[config.mk]
export PLATFORM = sky130hd
export DESIGN_NAME = ssi_encoder_frame_reader
export DESIGN_NICKNAME = d
export VERILOG_FILES = /design/src/rtl/ssi_pkg.sv /design/src/rtl/ssi_seq.sv /design/src/rtl/ssi_encoder_frame_reader.sv
export SDC_FILE = /design/constraint.sdc
export NUM_CORES = 1
export LEC_CHECK = 0
export BUFFER_PORTS_ARGS = -buffer_cell sky130_fd_sc_hd__buf_2
export CORE_MARGIN = 2
export CORE_UTILIZATION = 44
export DETAILED_ROUTE_END_ITERATION = 7
export GPL_TIMING_DRIVEN = 0
export HOLD_SLACK_MARGIN = 0.12
export PLACE_DENSITY_LB_ADDON = 0.3
export RECOVER_POWER = 25
export SETUP_SLACK_MARGIN = 0.05
export SYNTH_ARGS = -nofsm -noshare
export SYNTH_HDL_FRONTEND = slang
export SYNTH_HIERARCHICAL = 1
export SYNTH_SLANG_ARGS = --single-unit
[constraint.sdc]
create_clock -name i_clk -period 9.05 [get_ports i_clk]
set_clock_uncertainty 0.1 [all_clocks]
set_input_delay 0.905 -clock i_clk [delete_from_list [all_inputs] [get_ports i_clk]]
set_output_delay 0.905 -clock i_clk [all_outputs]
set_load 0.02 [all_outputs]
[src/rtl/ssi_pkg.sv]
`default_nettype none
// ----------------------------------------------------------------------------
// SSI encoder reader package
// Shared types, constants and helpers for the SSI encoder frame reader.
// ----------------------------------------------------------------------------
package ssi_pkg;

    localparam int STATUS_BITS = 8;
    localparam int FIELD_W     = 6;
    localparam int TICK_W      = 16;
    localparam int VALUE_W     = 32;
    localparam int BITCNT_W    = 7;
    localparam int CFG_IDX_W   = 3;

    localparam logic [VALUE_W-1:0] ZERO_UNSET = '1;

    // word modes
    localparam logic [1:0] MODE_TICK       = 2'd0;
    localparam logic [1:0] MODE_START      = 2'd1;
    localparam logic [1:0] MODE_START_ZERO = 2'd2;
    localparam logic [1:0] MODE_LOAD_ZERO  = 2'd3;

    // register indexes
    localparam logic [CFG_IDX_W-1:0] REG_MT_BITS    = 3'd0;
    localparam logic [CFG_IDX_W-1:0] REG_ST_BITS    = 3'd1;
    localparam logic [CFG_IDX_W-1:0] REG_HALF_TICKS = 3'd2;
    localparam logic [CFG_IDX_W-1:0] REG_PRE_TICKS  = 3'd3;
    localparam logic [CFG_IDX_W-1:0] REG_POST_TICKS = 3'd4;
    localparam logic [CFG_IDX_W-1:0] REG_STORED_ZERO = 3'd5;

    typedef struct packed {
        logic [FIELD_W-1:0] multiturn_bits;
        logic [FIELD_W-1:0] singleturn_bits;
        logic [TICK_W-1:0]  half_period_ticks;
        logic [TICK_W-1:0]  prelow_ticks;
        logic [TICK_W-1:0]  postlow_ticks;
        logic [VALUE_W-1:0] stored_zero;
    } t_cfg;

    typedef struct packed {
        logic                   clock_level;
        logic                   busy_res;
        logic                   frame_done;
        logic [VALUE_W-1:0]     multiturn_value;
        logic [VALUE_W-1:0]     singleturn_value;
        logic [STATUS_BITS-1:0] status_byte;
        logic [VALUE_W-1:0]     zero_offset;
    } t_result;

    // field length clamped to 1..32
    function automatic logic [FIELD_W-1:0] field_len(input logic [FIELD_W-1:0] v);
        logic [FIELD_W-1:0] r;
        r = v;
        if (v == '0) begin
            r = FIELD_W'(1);
        end else if (v > FIELD_W'(VALUE_W)) begin
            r = FIELD_W'(VALUE_W);
        end
        return r;
    endfunction

    // zero tick count behaves as one
    function automatic logic [TICK_W-1:0] tick_len(input logic [TICK_W-1:0] v);
        return (v == '0) ? TICK_W'(1) : v;
    endfunction

endpackage
`default_nettype wire

[src/rtl/ssi_seq.sv]
`default_nettype none
// ----------------------------------------------------------------------------
// SSI frame sequencer
// Clock phase sequencer, bit shifter and value/zero registers. Advances one
// tick per accepted word and presents the post-tick result combinationally.
// ----------------------------------------------------------------------------
module ssi_seq (
    input  wire logic            i_clk,
    input  wire logic            i_rst_n,
    input  wire logic            i_adv,
    input  wire logic [1:0]      i_mode,
    input  wire logic            i_data_line,
    input  wire ssi_pkg::t_cfg   i_cfg,
    output ssi_pkg::t_result     o_next
);

    typedef enum logic [2:0] {
        PH_IDLE,
        PH_PRELOW,
        PH_HIGH,
        PH_LOW,
        PH_POSTLOW
    } t_phase;

    t_phase                             r_phase, n_phase;
    logic [ssi_pkg::TICK_W-1:0]         r_tick, n_tick;
    logic [ssi_pkg::BITCNT_W-1:0]       r_bit, n_bit;
    logic                               r_clock, n_clock;
    logic [ssi_pkg::VALUE_W-1:0]        r_acc, n_acc;
    logic [ssi_pkg::VALUE_W-1:0]        r_mt, n_mt;
    logic [ssi_pkg::VALUE_W-1:0]        r_st, n_st;
    logic [ssi_pkg::STATUS_BITS-1:0]    r_status, n_status;
    logic [ssi_pkg::VALUE_W-1:0]        r_zero, n_zero;
    logic                               r_cap, n_cap;
    logic                               n_done;

    logic [ssi_pkg::FIELD_W-1:0]        mt_len, st_len;
    logic [ssi_pkg::BITCNT_W-1:0]       mt_end, st_end, total;
    logic [ssi_pkg::TICK_W-1:0]         len;
    logic [ssi_pkg::BITCNT_W-1:0]       bit_inc;
    logic [ssi_pkg::VALUE_W-1:0]        acc_sh;

    assign mt_len  = ssi_pkg::field_len(i_cfg.multiturn_bits);
    assign st_len  = ssi_pkg::field_len(i_cfg.singleturn_bits);
    assign mt_end  = ssi_pkg::BITCNT_W'(mt_len);
    assign st_end  = mt_end + ssi_pkg::BITCNT_W'(st_len);
    assign total   = st_end + ssi_pkg::BITCNT_W'(ssi_pkg::STATUS_BITS);
    assign bit_inc = r_bit + ssi_pkg::BITCNT_W'(1);
    assign acc_sh  = {r_acc[ssi_pkg::VALUE_W-2:0], i_data_line};

    always_comb begin
        case (r_phase)
            PH_PRELOW:         len = ssi_pkg::tick_len(i_cfg.prelow_ticks);
            PH_HIGH, PH_LOW:   len = ssi_pkg::tick_len(i_cfg.half_period_ticks);
            PH_POSTLOW:        len = ssi_pkg::tick_len(i_cfg.postlow_ticks);
            default:           len = ssi_pkg::TICK_W'(1);
        endcase
    end

    always_comb begin
        n_phase  = r_phase;
        n_tick   = r_tick;
        n_bit    = r_bit;
        n_clock  = r_clock;
        n_acc    = r_acc;
        n_mt     = r_mt;
        n_st     = r_st;
        n_status = r_status;
        n_zero   = r_zero;
        n_cap    = r_cap;
        n_done   = 1'b0;

        if (r_phase == PH_IDLE) begin
            if (i_mode == ssi_pkg::MODE_START || i_mode == ssi_pkg::MODE_START_ZERO) begin
                n_phase = PH_PRELOW;
                n_tick  = ssi_pkg::TICK_W'(1);
                n_clock = 1'b0;
                n_bit   = '0;
                n_acc   = '0;
                n_cap   = (i_mode == ssi_pkg::MODE_START_ZERO);
            end
        end else if (r_tick < len) begin
            n_tick = r_tick + ssi_pkg::TICK_W'(1);
        end else begin
            case (r_phase)
                PH_PRELOW: begin
                    n_phase = PH_HIGH;
                    n_tick  = ssi_pkg::TICK_W'(1);
                    n_clock = 1'b1;
                end
                PH_HIGH: begin
                    // falling edge: sample the data line
                    n_phase = PH_LOW;
                    n_tick  = ssi_pkg::TICK_W'(1);
                    n_clock = 1'b0;
                    n_acc   = acc_sh;
                    n_bit   = bit_inc;
                    if (bit_inc == mt_end) begin
                        n_mt  = acc_sh;
                        n_acc = '0;
                    end else if (bit_inc == st_end) begin
                        n_st  = acc_sh;
                        n_acc = '0;
                    end else if (bit_inc == total) begin
                        n_status = acc_sh[ssi_pkg::STATUS_BITS-1:0];
                        n_acc    = '0;
                    end
                end
                PH_LOW: begin
                    n_phase = (r_bit >= total) ? PH_POSTLOW : PH_HIGH;
                    n_tick  = ssi_pkg::TICK_W'(1);
                    n_clock = (r_bit >= total) ? 1'b0 : 1'b1;
                end
                default: begin
                    // end of post-low: release clock
                    n_phase = PH_IDLE;
                    n_tick  = '0;
                    n_clock = 1'b1;
                    n_done  = 1'b1;
                    if (r_cap) begin
                        n_zero = r_st;
                    end
                    n_cap = 1'b0;
                end
            endcase
        end

        // stored zero load is applied last
        if (i_mode == ssi_pkg::MODE_LOAD_ZERO) begin
            n_zero = (i_cfg.stored_zero == ssi_pkg::ZERO_UNSET) ? '0 : i_cfg.stored_zero;
        end
    end

    always_comb begin
        o_next.clock_level      = n_clock;
        o_next.busy_res         = (n_phase != PH_IDLE);
        o_next.frame_done       = n_done;
        o_next.multiturn_value  = n_mt;
        o_next.singleturn_value = n_st;
        o_next.status_byte      = n_status;
        o_next.zero_offset      = n_zero;
    end

    always_ff @(posedge i_clk) begin
        if (!i_rst_n) begin
            r_phase  <= PH_IDLE;
            r_tick   <= '0;
            r_bit    <= '0;
            r_clock  <= 1'b1;
            r_acc    <= '0;
            r_mt     <= '0;
            r_st     <= '0;
            r_status <= '0;
            r_zero   <= '0;
            r_cap    <= 1'b0;
        end else if (i_adv) begin
            r_phase  <= n_phase;
            r_tick   <= n_tick;
            r_bit    <= n_bit;
            r_clock  <= n_clock;
            r_acc    <= n_acc;
            r_mt     <= n_mt;
            r_st     <= n_st;
            r_status <= n_status;
            r_zero   <= n_zero;
            r_cap    <= n_cap;
        end
    end

    a_clock_low_in_frame: assert property (@(posedge i_clk) disable iff (!i_rst_n)
        (r_phase == PH_PRELOW || r_phase == PH_LOW || r_phase == PH_POSTLOW) |-> !r_clock)
        else $error("encoder clock high outside the high half-period");

    a_bit_count_bound: assert property (@(posedge i_clk) disable iff (!i_rst_n)
        r_bit <= ssi_pkg::BITCNT_W'(2 * ssi_pkg::VALUE_W + ssi_pkg::STATUS_BITS))
        else $error("bit count beyond longest frame");

    a_done_releases: assert property (@(posedge i_clk) disable iff (!i_rst_n)
        o_next.frame_done |-> (o_next.clock_level && !o_next.busy_res && r_phase == PH_POSTLOW))
        else $error("frame end without clock release");

endmodule
`default_nettype wire

[src/rtl/ssi_encoder_frame_reader.sv]
`default_nettype none
// ----------------------------------------------------------------------------
// SSI encoder frame reader
// Top level: tick word handshake, configuration registers and result register.
// ----------------------------------------------------------------------------
// One input word is one timing tick; a word is taken each clock cycle in
// which the input does not stall, and its result word appears in the output
// register on the next cycle, so an unstalled tick stream runs at one word
// per cycle. The whole tick update (phase counter, bit shifter, zero
// handling) sits between the sequencer state and the result register. The
// input stalls only while a result word is held by a stalled output. From
// the start word a frame stays busy for prelow + 2 * half_period * bits +
// postlow ticks, with bits = multiturn + single-turn + 8; frame_done comes
// on the next word, with the clock back high. No clearing pass after reset.
module ssi_encoder_frame_reader (
    input  wire logic                                i_clk,
    input  wire logic                                i_rst_n,
    // tick words
    input  wire logic                                i_in_valid,
    output logic                                     o_in_stall,
    input  wire logic [1:0]                          i_mode,
    input  wire logic                                i_data_line,
    // result words
    output logic                                     o_out_valid,
    input  wire logic                                i_out_stall,
    output logic                                     o_clock_level,
    output logic                                     o_busy_res,
    output logic                                     o_frame_done,
    output logic [ssi_pkg::VALUE_W-1:0]              o_multiturn_value,
    output logic [ssi_pkg::VALUE_W-1:0]              o_singleturn_value,
    output logic [ssi_pkg::STATUS_BITS-1:0]          o_status_byte,
    output logic [ssi_pkg::VALUE_W-1:0]              o_zero_offset,
    // configuration
    input  wire logic                                i_cfg_we,
    input  wire logic [ssi_pkg::CFG_IDX_W-1:0]       i_cfg_index,
    input  wire logic [ssi_pkg::VALUE_W-1:0]         i_cfg_data
);

    ssi_pkg::t_cfg    r_cfg;
    ssi_pkg::t_result r_result, n_result;
    logic             r_out_valid;
    logic             in_acc;

    assign o_in_stall = r_out_valid && i_out_stall;
    assign in_acc     = i_in_valid && !o_in_stall;

    always_ff @(posedge i_clk) begin
        if (!i_rst_n) begin
            r_cfg.multiturn_bits    <= ssi_pkg::FIELD_W'(12);
            r_cfg.singleturn_bits   <= ssi_pkg::FIELD_W'(19);
            r_cfg.half_period_ticks <= ssi_pkg::TICK_W'(1);
            r_cfg.prelow_ticks      <= ssi_pkg::TICK_W'(1);
            r_cfg.postlow_ticks     <= ssi_pkg::TICK_W'(1);
            r_cfg.stored_zero       <= ssi_pkg::ZERO_UNSET;
        end else if (i_cfg_we) begin
            case (i_cfg_index)
                ssi_pkg::REG_MT_BITS:
                    r_cfg.multiturn_bits <= i_cfg_data[ssi_pkg::FIELD_W-1:0];
                ssi_pkg::REG_ST_BITS:
                    r_cfg.singleturn_bits <= i_cfg_data[ssi_pkg::FIELD_W-1:0];
                ssi_pkg::REG_HALF_TICKS:
                    r_cfg.half_period_ticks <= i_cfg_data[ssi_pkg::TICK_W-1:0];
                ssi_pkg::REG_PRE_TICKS:
                    r_cfg.prelow_ticks <= i_cfg_data[ssi_pkg::TICK_W-1:0];
                ssi_pkg::REG_POST_TICKS:
                    r_cfg.postlow_ticks <= i_cfg_data[ssi_pkg::TICK_W-1:0];
                ssi_pkg::REG_STORED_ZERO:
                    r_cfg.stored_zero <= i_cfg_data;
                default: ;
            endcase
        end
    end

    ssi_seq u_seq (
        .i_clk       (i_clk),
        .i_rst_n     (i_rst_n),
        .i_adv       (in_acc),
        .i_mode      (i_mode),
        .i_data_line (i_data_line),
        .i_cfg       (r_cfg),
        .o_next      (n_result)
    );

    always_ff @(posedge i_clk) begin
        if (!i_rst_n) begin
            r_out_valid <= 1'b0;
        end else if (in_acc) begin
            r_out_valid <= 1'b1;
        end else if (!i_out_stall) begin
            r_out_valid <= 1'b0;
        end
    end

    always_ff @(posedge i_clk) begin
        if (in_acc) begin
            r_result <= n_result;
        end
    end

    assign o_out_valid        = r_out_valid;
    assign o_clock_level      = r_result.clock_level;
    assign o_busy_res         = r_result.busy_res;
    assign o_frame_done       = r_result.frame_done;
    assign o_multiturn_value  = r_result.multiturn_value;
    assign o_singleturn_value = r_result.singleturn_value;
    assign o_status_byte      = r_result.status_byte;
    assign o_zero_offset      = r_result.zero_offset;

    a_accept_fills: assert property (@(posedge i_clk) disable iff (!i_rst_n)
        in_acc |=> r_out_valid)
        else $error("accepted word left no result word");

    a_held_result: assert property (@(posedge i_clk) disable iff (!i_rst_n)
        (r_out_valid && i_out_stall) |=> (r_out_valid && $stable(r_result)))
        else $error("stalled result word lost or changed");

endmodule
`default_nettype wire
==> results_dict.tcl <==
set metrics [dict create \
    dpl-instance-area_mm2 0.0183 \
    n_antenna_cell 0 \
    cts_resized 0 \
    critPathTopFamily "simple AND/OR/NAND/NOR gates" \
    fin_nets 1843 \
    yosys.area.top_type "dfxtp_1" \
    gp_congestion 0.890 \
    die_h_um 200 \
    netlist_area_mm2 0.0168 \
    drt_pass1_iterations 5 \
    syn_nets 1648 \
    rows 71 \
    postSynthAreaPerCell_um2 10.7 \
    hold_slack_ps 361 \
    synth.distinct_cells 73 \
    core_area_mm2 0.0377 \
    path_max_fanout 27 \
    clk_latency_ps 540 \
    synth_edf_count 107 \
    status "complete, but fails checks" \
    ys.flop_type "dfxtp_1" \
    slowest_stage "nor2b_1" \
    violations "max-capacitance violations, max-slew violations" \
    antenna_found_initial 1 \
    cp_data_required_time_ps 9390 \
    crit_path_start_kind "input port" \
    dieArea_mm2 0.0399 \
    ir_drop_mv 0.115 \
    p_total_mw 3.85 \
    drtIter0Drc 935 \
    drive_above_1_share 0.162 \
    clockBufferDepth 3 \
    die_w_um 200 \
    dp.cells 2236 \
    seq_area_frac_synth 0.495 \
    tightest_slew_ps 2780 \
    clock.fmax_mhz 169 \
    drcViolationCount 0 \
    p_sw_frac 0.244 \
    io_pins 152 \
    crit_chain "buf_2, and2_0, nor2b_1, buf_12, clkinv_1, a21oi_1, nand2_1, a31oi_1, clkbuf_1, nand3_1, mux2i_1" \
    dp_hpwl_um 33100 \
    clk_pin_slew_ps 60 \
    pwr-share-comb 0.095 \
    start_util 0.447 \
    finalSetupViolations 0 \
    fin_area_mm2 0.0196 \
    cts_tree "built" \
    hold_buffers 0 \
    slew-limit-headroom -0.859 \
    finalCritPeriodShare 0.653 \
    cap_viol_max_count 1 \
    grt_max_degree 32 \
    rsz0062_at_grt "false" \
    viasPerCell 5.54 \
    grt.overflow.total 0 \
    slew_viol_final 26 \
    p_seq_frac 0.461 \
    ys.warnings.count 6 \
    critPathMaxStageDelay_ps 2040 \
    final_util 0.521 \
    grt_util_all_layers 0.227 \
    yosysTopAreaCellShare 0.304 \
    crit_path_end_kind "flip-flop" \
    fin_ws_ps 3140 \
    preCtsSetupSlack_ps 3500 \
    cts_buffers 39 \
    drtAntennaViolNets 0 \
    port_buffers 151 \
    p_leak_nw 7.96 \
    regToRegSetupSlack_ps 3190 \
    p_int_mw 2.91 \
    grt_first_pass_wirelength_um 70000 \
    setup_tns_ps 0 \
    path_class "in2reg" \
    wl_um 45300 \
    async_flop_share 0 \
    netlist_instances 1571 \
    power_density_mw_per_mm2 196 \
    clock-root-buffer "clkbuf_16" \
    switching_power_mw 0.941 \
    cp.buffers_inverters 4 \
    period_minus_slack_ps 5910 \
    ys_seq_elements 363 \
    wl_per_cell_um 19.6 \
    syn2layout_area_growth_pct 16.6 \
    hold_class "reg2reg" \
    post-cts-setup-buffers 0 \
    cts_max_level 2 \
    grt_pass1_vias 12312 \
    clock_power_share 0.444 \
    instances_no_fill 2307 \
    clkSinkCount 363 \
    report.final.hold_viol_count 0 \
    arrival_ps 6260 \
    synth.top_cells.by_area "dfxtp_1, edfxtp_1, mux2i_1" \
    via_count 12792 \
]
[kinds of logic (layout without fill, tap and decap cells)]
group,Yosys count,in the layout,synth area share
and+or+nand+nor,515,515,0.158
buffers and inverters,120,345,0.0334
xor gates and xnor gates,31,31,0.0186
adders and majority gates,34,34,0.0257
muxes,268,268,0.165
DFF,363,363,0.495
AOI/OAI and AO/OA,240,240,0.104
[registers in the layout, indices dropped and copies added, names as in the netlist, 3 cells and up]
name / cells
r_cfg: 92
u_seq/r_bit: 7
o_status_byte: 8
u_seq/r_status: 8
u_seq/r_mt: 32
o_zero_offset: 32
o_singleturn_value: 32
u_seq/r_phase: 3
o_multiturn_value: 32
u_seq/r_st: 32
u_seq/r_zero: 32
u_seq/r_acc: 31
u_seq/r_tick: 16
[cell type report]
class                   count  area [um^2]
clock buffers              48         1100
well taps                 511          639
fillers                  3423        18000
inverters                  10         37.5
plain buffers             110          517
repair buffers            154          777
flip-flops and latches    363         8340
clock inverters            23          283
multi-input cells        1088         7940
[worst paths after layout]
check / from / end / cells after the start
max: i_out_stall / u_seq/r_status[4] / 11
min: u_seq/r_status[0] / u_seq/r_status[0] / 2
max reg2reg: u_seq/r_phase[2] / o_zero_offset[0] / 17
min reg2reg: u_seq/r_status[0] / u_seq/r_status[0] / 2
[cells in the final DEF (no fill, tap or decap), types with 11 or more instances in the layout]
cell type and n:
edfxtp_1 107, nand2_1 174, xnor2_1 11, mux2i_1 196
a22o_1 24, nor4_1 14, nand4_1 17, xor2_1 17
o21ai_0 46, ha_1 33, a22oi_1 15, nand3_1 57
clkbuf_16 42, mux2_2 72, nor2_1 47, a21boi_0 39
a21oi_1 33, nor2b_1 153, buf_2 128, a221o_1 32
dfxtp_1 256, clkbuf_1 115
[Yosys cell counts, types with 24 or more instances]
cell      count
o21ai_0      46
nor2_1       47
mux2_2       72
ha_1         33
clkbuf_1     77
mux2i_1     196
a22o_1       24
edfxtp_1    107
nor2b_1     153
a21oi_1      33
dfxtp_1     256
nand2_1     174
nand3_1      57
a21boi_0     39
a221o_1      32
[worst register-to-register path, delay by kind of cell, from the launching register on]
kind | cells | cell delay [ps]
compound gates | 5 | 1160
buf+inv | 4 | 1830
mux | 1 | 160
flops | 1 | 450
fa+ha+maj | 1 | 320
simple gates | 6 | 1550
[power groups by stage]
| stage | Sequential [mW] | Clock (mW) | Combinational [mW] |
|---|---|---|---|
| after global placement | 1.81 | 0 | 0.355 |
| after floorplan | 1.85 | 0 | 0.193 |
| after global routing | 1.78 | 1.81 | 0.400 |
| after CTS | 1.77 | 1.74 | 0.366 |
| after detailed placement | 1.81 | 0 | 0.364 |
| final | 1.77 | 1.71 | 0.367 |
[per-layer routing]
layer	wire length, um	global-route usage
met3	2220	0.0348
met1	20100	0.299
met5	0	0
met2	21600	0.378
met4	1320	0.0796
No activity file was read; power rests on OpenSTA's default activity.
